File: config.mk
export PLATFORM = sky130hd
export DESIGN_NAME = pcc_csr_flat
export DESIGN_NICKNAME = d
export VERILOG_FILES = /design/src/hw/rtl/pcc_pkg.sv /design/src/hw/rtl/pcc_ifs.sv /design/src/hw/rtl/pcc_csr.sv /design/src/flat_wrapper.sv
export SDC_FILE = /design/constraint.sdc
export NUM_CORES = 2
export LEC_CHECK = 0
export BUFFER_PORTS_ARGS = -buffer_cell sky130_fd_sc_hd__buf_2
export CAP_MARGIN = 20
export CORE_MARGIN = 8
export CORE_UTILIZATION = 50
export CTS_BUF_LIST = sky130_fd_sc_hd__clkbuf_8 sky130_fd_sc_hd__clkbuf_16
export DETAILED_ROUTE_END_ITERATION = 6
export PLACE_DENSITY = 0.71
export SETUP_SLACK_MARGIN = 0.3
export SYNTH_ARGS = -nofsm -noshare
export SYNTH_HDL_FRONTEND = slang
export SYNTH_SLANG_ARGS = --single-unit
File: constraint.sdc
create_clock -name clock -period 9.7 [get_ports clock]
set_input_delay 1.455 -clock clock [delete_from_list [all_inputs] [get_ports clock]]
set_output_delay 1.455 -clock clock [all_outputs]
set_load 0.01 [all_outputs]
File: src/hw/rtl/pcc_pkg.sv
`timescale 1ns / 1ps
`default_nettype none

package pcc_pkg;

   // point tolerance in Q12.4 lsbs
   localparam logic [7:0] TOLERANCE = 8'd1;

   localparam int COORD_W  = 16;
   localparam int DIFF_W   = 17;
   localparam int PROD_W   = 34;
   localparam int DOT_W    = 35;
   localparam int ACROSS_W = 34;
   localparam int SQ_W     = 68;
   localparam int PART_W   = 32;
   localparam int LEN2_W   = 33;
   localparam int LIM_W    = 17;
   localparam int LIM2_W   = 33;
   localparam int BOUND_W  = 66;

   localparam int QUEUE_DEPTH = 4;
   localparam int QUEUE_PTR_W = 2;
   localparam int QUEUE_CNT_W = 3;

   // cycles for the segment terms to settle after a write
   localparam logic [1:0] SETTLE_CYCLES = 2'd3;

   localparam int CSR_INDEX_W = 3;
   localparam int CSR_DATA_W  = 32;

   typedef enum logic [CSR_INDEX_W-1:0] {
      CSR_START_POINT = 3'd0,
      CSR_END_POINT   = 3'd1,
      CSR_BOUNDS_MIN  = 3'd2,
      CSR_BOUNDS_MAX  = 3'd3,
      CSR_MAX_OFFSET  = 3'd4
   } csr_index_type;

   typedef struct packed {
      logic [COORD_W-1:0]       start_x;
      logic [COORD_W-1:0]       start_y;
      logic [COORD_W-1:0]       end_x;
      logic [COORD_W-1:0]       end_y;
      logic [COORD_W-1:0]       min_x;
      logic [COORD_W-1:0]       min_y;
      logic [COORD_W-1:0]       max_x;
      logic [COORD_W-1:0]       max_y;
      logic signed [DIFF_W-1:0] dx;
      logic signed [DIFF_W-1:0] dy;
      logic [LEN2_W-1:0]        len_sq;
      logic [BOUND_W-1:0]       bound_sq;
      logic                     busy;
   } seg_cfg_type;

   typedef struct packed {
      logic signed [PROD_W-1:0] dot_a;
      logic signed [PROD_W-1:0] dot_b;
      logic signed [PROD_W-1:0] cross_a;
      logic signed [PROD_W-1:0] cross_b;
      logic                     in_box;
      logic                     near_start;
      logic                     near_end;
      logic                     first;
      logic                     last;
   } point_entry_type;

   function automatic logic near_eq(input logic [COORD_W-1:0] a, input logic [COORD_W-1:0] b);
      logic signed [DIFF_W-1:0] d;
      logic signed [DIFF_W-1:0] tol;
      d   = $signed({1'b0, a}) - $signed({1'b0, b});
      tol = $signed({{(DIFF_W-8){1'b0}}, TOLERANCE});
      return (d <= tol) && (d >= -tol);
   endfunction

endpackage

`default_nettype wire

File: src/hw/rtl/pcc_ifs.sv
`timescale 1ns / 1ps
`default_nettype none


interface pcc_csr_if;
   logic                            valid;
   logic                            ready;
   logic [pcc_pkg::CSR_INDEX_W-1:0] index;
   logic [pcc_pkg::CSR_DATA_W-1:0]  data;

   modport source (output valid, output index, output data, input ready);
   modport sink   (input valid, input index, input data, output ready);
endinterface

`default_nettype wire

File: src/hw/rtl/pcc_csr.sv
`timescale 1ns / 1ps
`default_nettype none

module pcc_csr (
   input  logic                 clock,
   input  logic                 reset,
   pcc_csr_if.sink              csr_bus,
   output pcc_pkg::seg_cfg_type seg_cfg
);

   logic [pcc_pkg::CSR_DATA_W-1:0] start_ff;
   logic [pcc_pkg::CSR_DATA_W-1:0] end_ff;
   logic [pcc_pkg::CSR_DATA_W-1:0] min_ff;
   logic [pcc_pkg::CSR_DATA_W-1:0] max_ff;
   logic [pcc_pkg::COORD_W-1:0]    max_offset_ff;
   logic [1:0]                     settle_ff;
   logic [1:0]                     settle_in;
   logic                           write;

   logic signed [pcc_pkg::DIFF_W-1:0] dx;
   logic signed [pcc_pkg::DIFF_W-1:0] dy;
   logic signed [pcc_pkg::PROD_W-1:0] dx_sq_full;
   logic signed [pcc_pkg::PROD_W-1:0] dy_sq_full;
   logic [pcc_pkg::LIM_W-1:0]         lim;
   logic [pcc_pkg::PROD_W-1:0]        lim_sq_full;
   logic [pcc_pkg::BOUND_W-1:0]       bound_sq_in;
   logic [pcc_pkg::PART_W-1:0]        dx_sq_ff;
   logic [pcc_pkg::PART_W-1:0]        dy_sq_ff;
   logic [pcc_pkg::LIM2_W-1:0]        lim_sq_ff;
   logic [pcc_pkg::LEN2_W-1:0]        len_sq_ff;
   logic [pcc_pkg::BOUND_W-1:0]       bound_sq_ff;

   assign csr_bus.ready = 1'b1;
   assign write = csr_bus.valid && csr_bus.ready;

   always_ff @(posedge clock) begin
      if (reset) begin
         start_ff      <= '0;
         end_ff        <= '0;
         min_ff        <= '0;
         max_ff        <= '0;
         max_offset_ff <= '0;
      end else if (write) begin
         unique case (csr_bus.index)
            pcc_pkg::CSR_START_POINT: start_ff      <= csr_bus.data;
            pcc_pkg::CSR_END_POINT:   end_ff        <= csr_bus.data;
            pcc_pkg::CSR_BOUNDS_MIN:  min_ff        <= csr_bus.data;
            pcc_pkg::CSR_BOUNDS_MAX:  max_ff        <= csr_bus.data;
            pcc_pkg::CSR_MAX_OFFSET:  max_offset_ff <= csr_bus.data[pcc_pkg::COORD_W-1:0];
            default: ;
         endcase
      end
   end

   always_comb begin
      if (write) begin
         settle_in = pcc_pkg::SETTLE_CYCLES;
      end else if (settle_ff != 2'd0) begin
         settle_in = settle_ff - 2'd1;
      end else begin
         settle_in = settle_ff;
      end
   end

   always_ff @(posedge clock) begin
      if (reset) begin
         settle_ff <= pcc_pkg::SETTLE_CYCLES;
      end else begin
         settle_ff <= settle_in;
      end
   end

   // segment terms: squares, then length, then the offset bound
   assign dx = $signed({1'b0, end_ff[31:16]}) - $signed({1'b0, start_ff[31:16]});
   assign dy = $signed({1'b0, end_ff[15:0]}) - $signed({1'b0, start_ff[15:0]});
   assign dx_sq_full  = dx * dx;
   assign dy_sq_full  = dy * dy;
   assign lim         = {1'b0, max_offset_ff} + {{(pcc_pkg::LIM_W-8){1'b0}}, pcc_pkg::TOLERANCE};
   assign lim_sq_full = lim * lim;
   assign bound_sq_in = lim_sq_ff * len_sq_ff;

   always_ff @(posedge clock) begin
      dx_sq_ff    <= dx_sq_full[pcc_pkg::PART_W-1:0];
      dy_sq_ff    <= dy_sq_full[pcc_pkg::PART_W-1:0];
      lim_sq_ff   <= lim_sq_full[pcc_pkg::LIM2_W-1:0];
      len_sq_ff   <= {1'b0, dx_sq_ff} + {1'b0, dy_sq_ff};
      bound_sq_ff <= bound_sq_in;
   end

   always_comb begin
      seg_cfg.start_x  = start_ff[31:16];
      seg_cfg.start_y  = start_ff[15:0];
      seg_cfg.end_x    = end_ff[31:16];
      seg_cfg.end_y    = end_ff[15:0];
      seg_cfg.min_x    = min_ff[31:16];
      seg_cfg.min_y    = min_ff[15:0];
      seg_cfg.max_x    = max_ff[31:16];
      seg_cfg.max_y    = max_ff[15:0];
      seg_cfg.dx       = dx;
      seg_cfg.dy       = dy;
      seg_cfg.len_sq   = len_sq_ff;
      seg_cfg.bound_sq = bound_sq_ff;
      seg_cfg.busy     = settle_ff != 2'd0;
   end

   a_write_holds_off: assert property (@(posedge clock) disable iff (reset)
      write |=> seg_cfg.busy)
      else $error("segment terms not marked busy after a register write");

endmodule

`default_nettype wire

File: src/flat_wrapper.sv
// flat-port wrapper written by rule: the top's interface ports become plain ports
module pcc_csr_flat 
  (clock, reset, seg_cfg, csr_bus_valid, csr_bus_index, csr_bus_data, csr_bus_ready);
  pcc_csr_if csr_bus_i ();
  input  logic clock;
  input  logic reset;
  output pcc_pkg::seg_cfg_type seg_cfg;
  input wire logic [$bits(csr_bus_i.valid)-1:0] csr_bus_valid;
  input wire logic [$bits(csr_bus_i.index)-1:0] csr_bus_index;
  input wire logic [$bits(csr_bus_i.data)-1:0] csr_bus_data;
  output wire logic [$bits(csr_bus_i.ready)-1:0] csr_bus_ready;
  assign csr_bus_i.valid = csr_bus_valid;
  assign csr_bus_i.index = csr_bus_index;
  assign csr_bus_i.data = csr_bus_data;
  assign csr_bus_ready = csr_bus_i.ready;
  pcc_csr u_core (.clock(clock), .reset(reset), .csr_bus(csr_bus_i), .seg_cfg(seg_cfg));
endmodule
* Yosys cells after proc, flatten, opt, wreduce, memory -nomap -nowiden
Index checks and enable logic that the tools add are counted.
** Operators by class
- Multipliers :: 4
- Add/subtract/negate cells :: 5
- Equal/unequal tests :: 4
- Reduce and logical (&&, ||, !) cells :: 8
** Operators with widths (number)
- multiplier 33 x 33 -> 66 bit :: 1
- multiplier 17 x 17 -> 32 bit :: 2
- subtractor 16 x 16 -> 17 bit :: 2
- adder 32 x 32 -> 33 bit :: 1
- multiplier 17 x 17 -> 33 bit :: 1
- adder 16 x 1 -> 17 bit (second input constant) :: 1
- AND reduction 2 bit :: 5
- equality test 3 x 2 -> 1 bit (second input constant) :: 2
- equality test 3 x 1 -> 1 bit (second input constant) :: 1
- equality test 3 bit (second input constant) :: 1
- logical NOT 3 bit :: 1
- nonzero test 2 bit :: 1
- OR reduction 2 bit :: 1
- subtractor 2 x 1 -> 2 bit (second input constant) :: 1
** Word-level totals
- Logic and storage cells :: 32
- Register bits after elaboration :: 342
- Output and inout bits :: 263

* Logic depth before layout (Yosys ltp)
- Depth after elaboration :: 2
- Mapped depth :: 39
- Depth with buffers taken out :: 38

* Worst setup path before layout
No wires, ideal clock.
- Path type :: flip-flop to flip-flop
- From :: reg u_core.start_ff[1] in the netlist's numbering
- To :: reg u_core.dy_sq_ff[31] in the netlist's numbering
- Library setup time :: 121 ps
- Buffers on the path :: 1
- Slack :: 1712 ps
- Data arrival time :: 7867 ps
- Clock period less this slack :: 7988 ps
- Cell stages (with the launch flop) :: 36
- Cells stage by stage :: dfxtp_1 inv_1 ha_1 nor2b_1 o21ai_0 a21boi_0 o21ai_0 a21boi_1 o2111ai_1 a31oi_1 a21o_1 a21o_1 xor2_1 clkbuf_1 nand2_1 fa_1 fa_1 fa_1 inv_1 fa_1 fa_1 inv_1 fa_1 inv_1 ha_1 a21o_1 a21oi_1 o21ai_0 a21o_1 nand3_1 and3_1 a21oi_1 a221oi_1 a211o_1 o21ai_0 xnor2_1
** RTL lines
- start: declaration :: line pcc_csr.sv:11 : logic [pcc_pkg::CSR_DATA_W-1:0] start_ff;
- start signal: assignment :: line pcc_csr.sv:45 : pcc_pkg::CSR_START_POINT: start_ff <= csr_bus.data;
- end signal: assignment :: line pcc_csr.sv:84 : dy_sq_ff <= dy_sq_full[pcc_pkg::PART_W-1:0];
- end: declaration :: line pcc_csr.sv:28 : logic [pcc_pkg::PART_W-1:0] dy_sq_ff;

* Worst setup path after layout
- From :: reg u_core.len_sq_ff[7] in the netlist's numbering
- To :: reg u_core.bound_sq_ff[38] in the netlist's numbering
** Between the ends
- Longest elaborated chain between the ends :: 1
** RTL lines
- start: declaration :: line pcc_csr.sv:30 : logic [pcc_pkg::LEN2_W-1:0] len_sq_ff;
- start signal: assignment :: line pcc_csr.sv:86 : len_sq_ff <= {1'b0, dx_sq_ff} + {1'b0, dy_sq_ff};
- multiplier 33 x 33 -> 66 bit :: line pcc_csr.sv:80 : assign bound_sq_in = lim_sq_ff * len_sq_ff;
- via u_core.bound_sq_in, one bit :: line pcc_csr.sv:26 : logic [pcc_pkg::BOUND_W-1:0] bound_sq_in;
- end signal: assignment :: line pcc_csr.sv:87 : bound_sq_ff <= bound_sq_in;
- end: declaration :: line pcc_csr.sv:31 : logic [pcc_pkg::BOUND_W-1:0] bound_sq_ff;
The timed path passes the listed nets, and every way through them passes these cells.
A chain may end at the register's enable or synchronous reset.

==> reports/results.txt <==
CTS tree: built
Fin crit period: 8.86 ns
Average wire per standard cell: 18.8 µm
Top cells by area, synth: fa_1 (46%), inv_1 (10%), ha_1 (10%)
Ys async rst share: 0%
Synth area leader: fa_1
Final Hold Violating Endpoints: 0
First-pass GRT wire length: 312,000 µm
Most common cell after layout, fill and taps aside: inv_1
Worst-Margin Slew: 1.13 ns
Mapped Cells: 8,047
Unrepaired setup endpoints after global routing: no
Gp weighted congestion: 0.945
Vias: 53,400
CP Class: register to register
Max-slew violations: 0
Relative slew margins: 24.4%
Fmax: 113 MHz
CTS Buf Count: 45
HP Start: u_core.min_ff[22]
Area of the core: 143,000 µm²
Hold Path Class: register to register
Drt initial violations: 3,603
Run status: complete, no violations
Clock H-tree levels: 2
CP startpoint kind: register
Layout Nets: 10,500
Clk Latency, worst-skew pair: 0.66 ns
Maximum clock insertion buffer count: 3
Vias in the first global route: 59,000
IO Count: 301
Hold Path Stages: 2
Commonest cells after routing, fill and taps aside: inv_1 (2,009), fa_1 (1,641), nand2_1 (1,230), ha_1 (601), and2_1 (461)
Final setup vio count: 0
CP Capture Type: register
Library cells used by synthesis: 81
Mapped Area: 72,200 µm²
Clock root buffer: clkbuf_16
# hold bufs at CTS: 0
R2R Path End: u_core.bound_sq_ff[38]
Starting Density: 50.3%
Fill cells: 12,900
Die Area: 157,000 µm²
Routed Antenna Nets: 0
Syn_area_per_cell: 8.97 µm²
Layout area overhead: 7.67%
Port bufs: 299
Die W: 396 µm
Req. time, crit path: 10.25 ns
Fin Clk Skew: 0.0639 ns
WL final: 191,000 µm
Crit path top cell by count: fa_1
Largest stage delay, worst path: 0.84 ns
Share of layout cells above drive strength 1: 7.01%
Initial antenna violation count: 12
Max_cap viols: 0
Synth warn: 0
Largest net degree at the start of global routing: 83
CP Max Fanout: 18
Top_reg_cell synth: dfxtp_1
Slowest-stage cell, CP: dfxtp_1
Post-DP HPWL: 160,000 µm
Reg2reg setup slack: 0.84 ns
Die H: 396 µm
Post-synthesis sequential area ratio: 9.40%
Setup TNS: 0 ns
Reg2reg path depth: 27
Drt first pass iters: 5
FP Rows: 139
Vias per cell: 5.24
Final period utilization: 91.4%
Seq cells post-synth: 339
Total Routing Usage GR: 24.8%
WP data arrival: 9.42 ns
Place WS: 0.684 ns
DRC errors left: 0
Share of the synthesized area in the top cell type: 45.5%
Grt ovf: 0
Clock sink count: 339
WHS Endpoint: u_core.min_ff[22]
R2R Path Start: u_core.len_sq_ff[7]
Worst setup margin: 0.836 ns
Post-synth EDFFs: 0
Clock transition at path regs: 0.09 ns
[flip-flops by register name, indices dropped and copies added, names as in the netlist]
name                  count
u_core.max_offset_ff     16
u_core.end_ff            32
u_core.max_ff            32
u_core.min_ff            32
u_core.lim_sq_ff         32
u_core.settle_ff          2
u_core.bound_sq_ff       66
u_core.len_sq_ff         33
u_core.start_ff          32
u_core.dx_sq_ff          31
u_core.dy_sq_ff          31
[timing repair]
| action | 4_1_cts | 5_1_grt |
|---|---|---|
| resized for setup | 0 | 10 |
| buffers inserted | 0 | 7 |
| endpoints found under the setup margin | 0 | 9 |
[worst max-delay path: cells and delay by family (launching register included)]
kind                       cells  cell delay, ns
buffers and inverters          7            0.62
and+or+nand+nor                3            0.57
AOI/OAI and AO/OA              7            2.29
adders and majority gates      9            4.30
DFF                            1            0.84
xor gates and xnor gates       1            0.14
[layout make-up]
type	count	area, µm²	share of cell area (%)
flip-flops and latches	339	6790	8.74
diodes	2	5.00	0.00644
well taps	1903	2380	3.06
repair buffers	444	2660	3.43
inverters	2018	7590	9.76
clock inverters	31	378	0.486
clock buffers	50	1190	1.54
multi-input cells	5395	56700	73.0
[metal layers]
metal | routed length (µm) | vias to the layer above | track usage, %
met2 | 90400 | 2009 | 41.9
met3 | 16900 | 358 | 5.68
met5 | 45 | - | 0
met1 | 77600 | 27100 | 31.7
met4 | 6540 | 6 | 7.60
li1 | - | 23900 | -
[kinds of logic after synthesis]
family	synth area share, %
buffers and inverters	12.2
AOI/OAI and AO/OA	5.36
muxes	0.0849
xor gates and xnor gates	2.91
DFF	9.40
adders and majority gates	55.9
and+or+nand+nor	14.1
other	0.0104
[metrics by stage]
step                cells  hold slack [ns]  utilization, %  instance area (µm²)
floorplan            8069            0.420               -                72300
global placement    10100            0.439            52.9                75900
detailed placement  10100            0.443            53.0                76000
CTS                 10200            0.452            54.1                77600
global route        10200            0.469            54.2                77700
finish              10200            0.451            54.2                77700
[how the worst max path moves through the flow]
stage | end | startpoint | depth (start not counted)
floorplan | u_core.dy_sq_ff[31] | u_core.start_ff[1] | 35
global placement | u_core.dy_sq_ff[31] | u_core.start_ff[1] | 35
detailed placement | u_core.dy_sq_ff[31] | u_core.start_ff[1] | 35
CTS | u_core.dy_sq_ff[31] | u_core.start_ff[1] | 35
global route | u_core.dx_sq_ff[31] | u_core.start_ff[17] | 34
finish | u_core.bound_sq_ff[38] | u_core.len_sq_ff[7] | 27
[cell usage after synthesis (4+ instances only)]
cell type,count
xnor2_1,163
a21boi_0,10
o2111ai_1,5
nand2b_1,28
and2_1,461
ha_1,601
a211oi_1,15
o211ai_1,17
nand2_1,1230
a21o_1,70
dfxtp_1,339
o21ai_0,88
nand3_1,45
a311oi_1,6
mux2i_1,5
buf_2,7
inv_1,2005
o21bai_1,32
and3_1,21
nand3b_1,4
a21oi_1,288
nor2_1,320
o21a_1,21
a31o_2,5
xor2_1,72
or3_1,14
nand4_1,25
clkinv_1,10
a31oi_1,12
nor2b_1,32
o31ai_1,10
fa_1,1641
clkbuf_1,303
nor3_1,42
or2_2,20
Power is left out: the tool's default activity adds up to more than one toggle a clock period on the data nets, which glitch-free logic cannot reach.
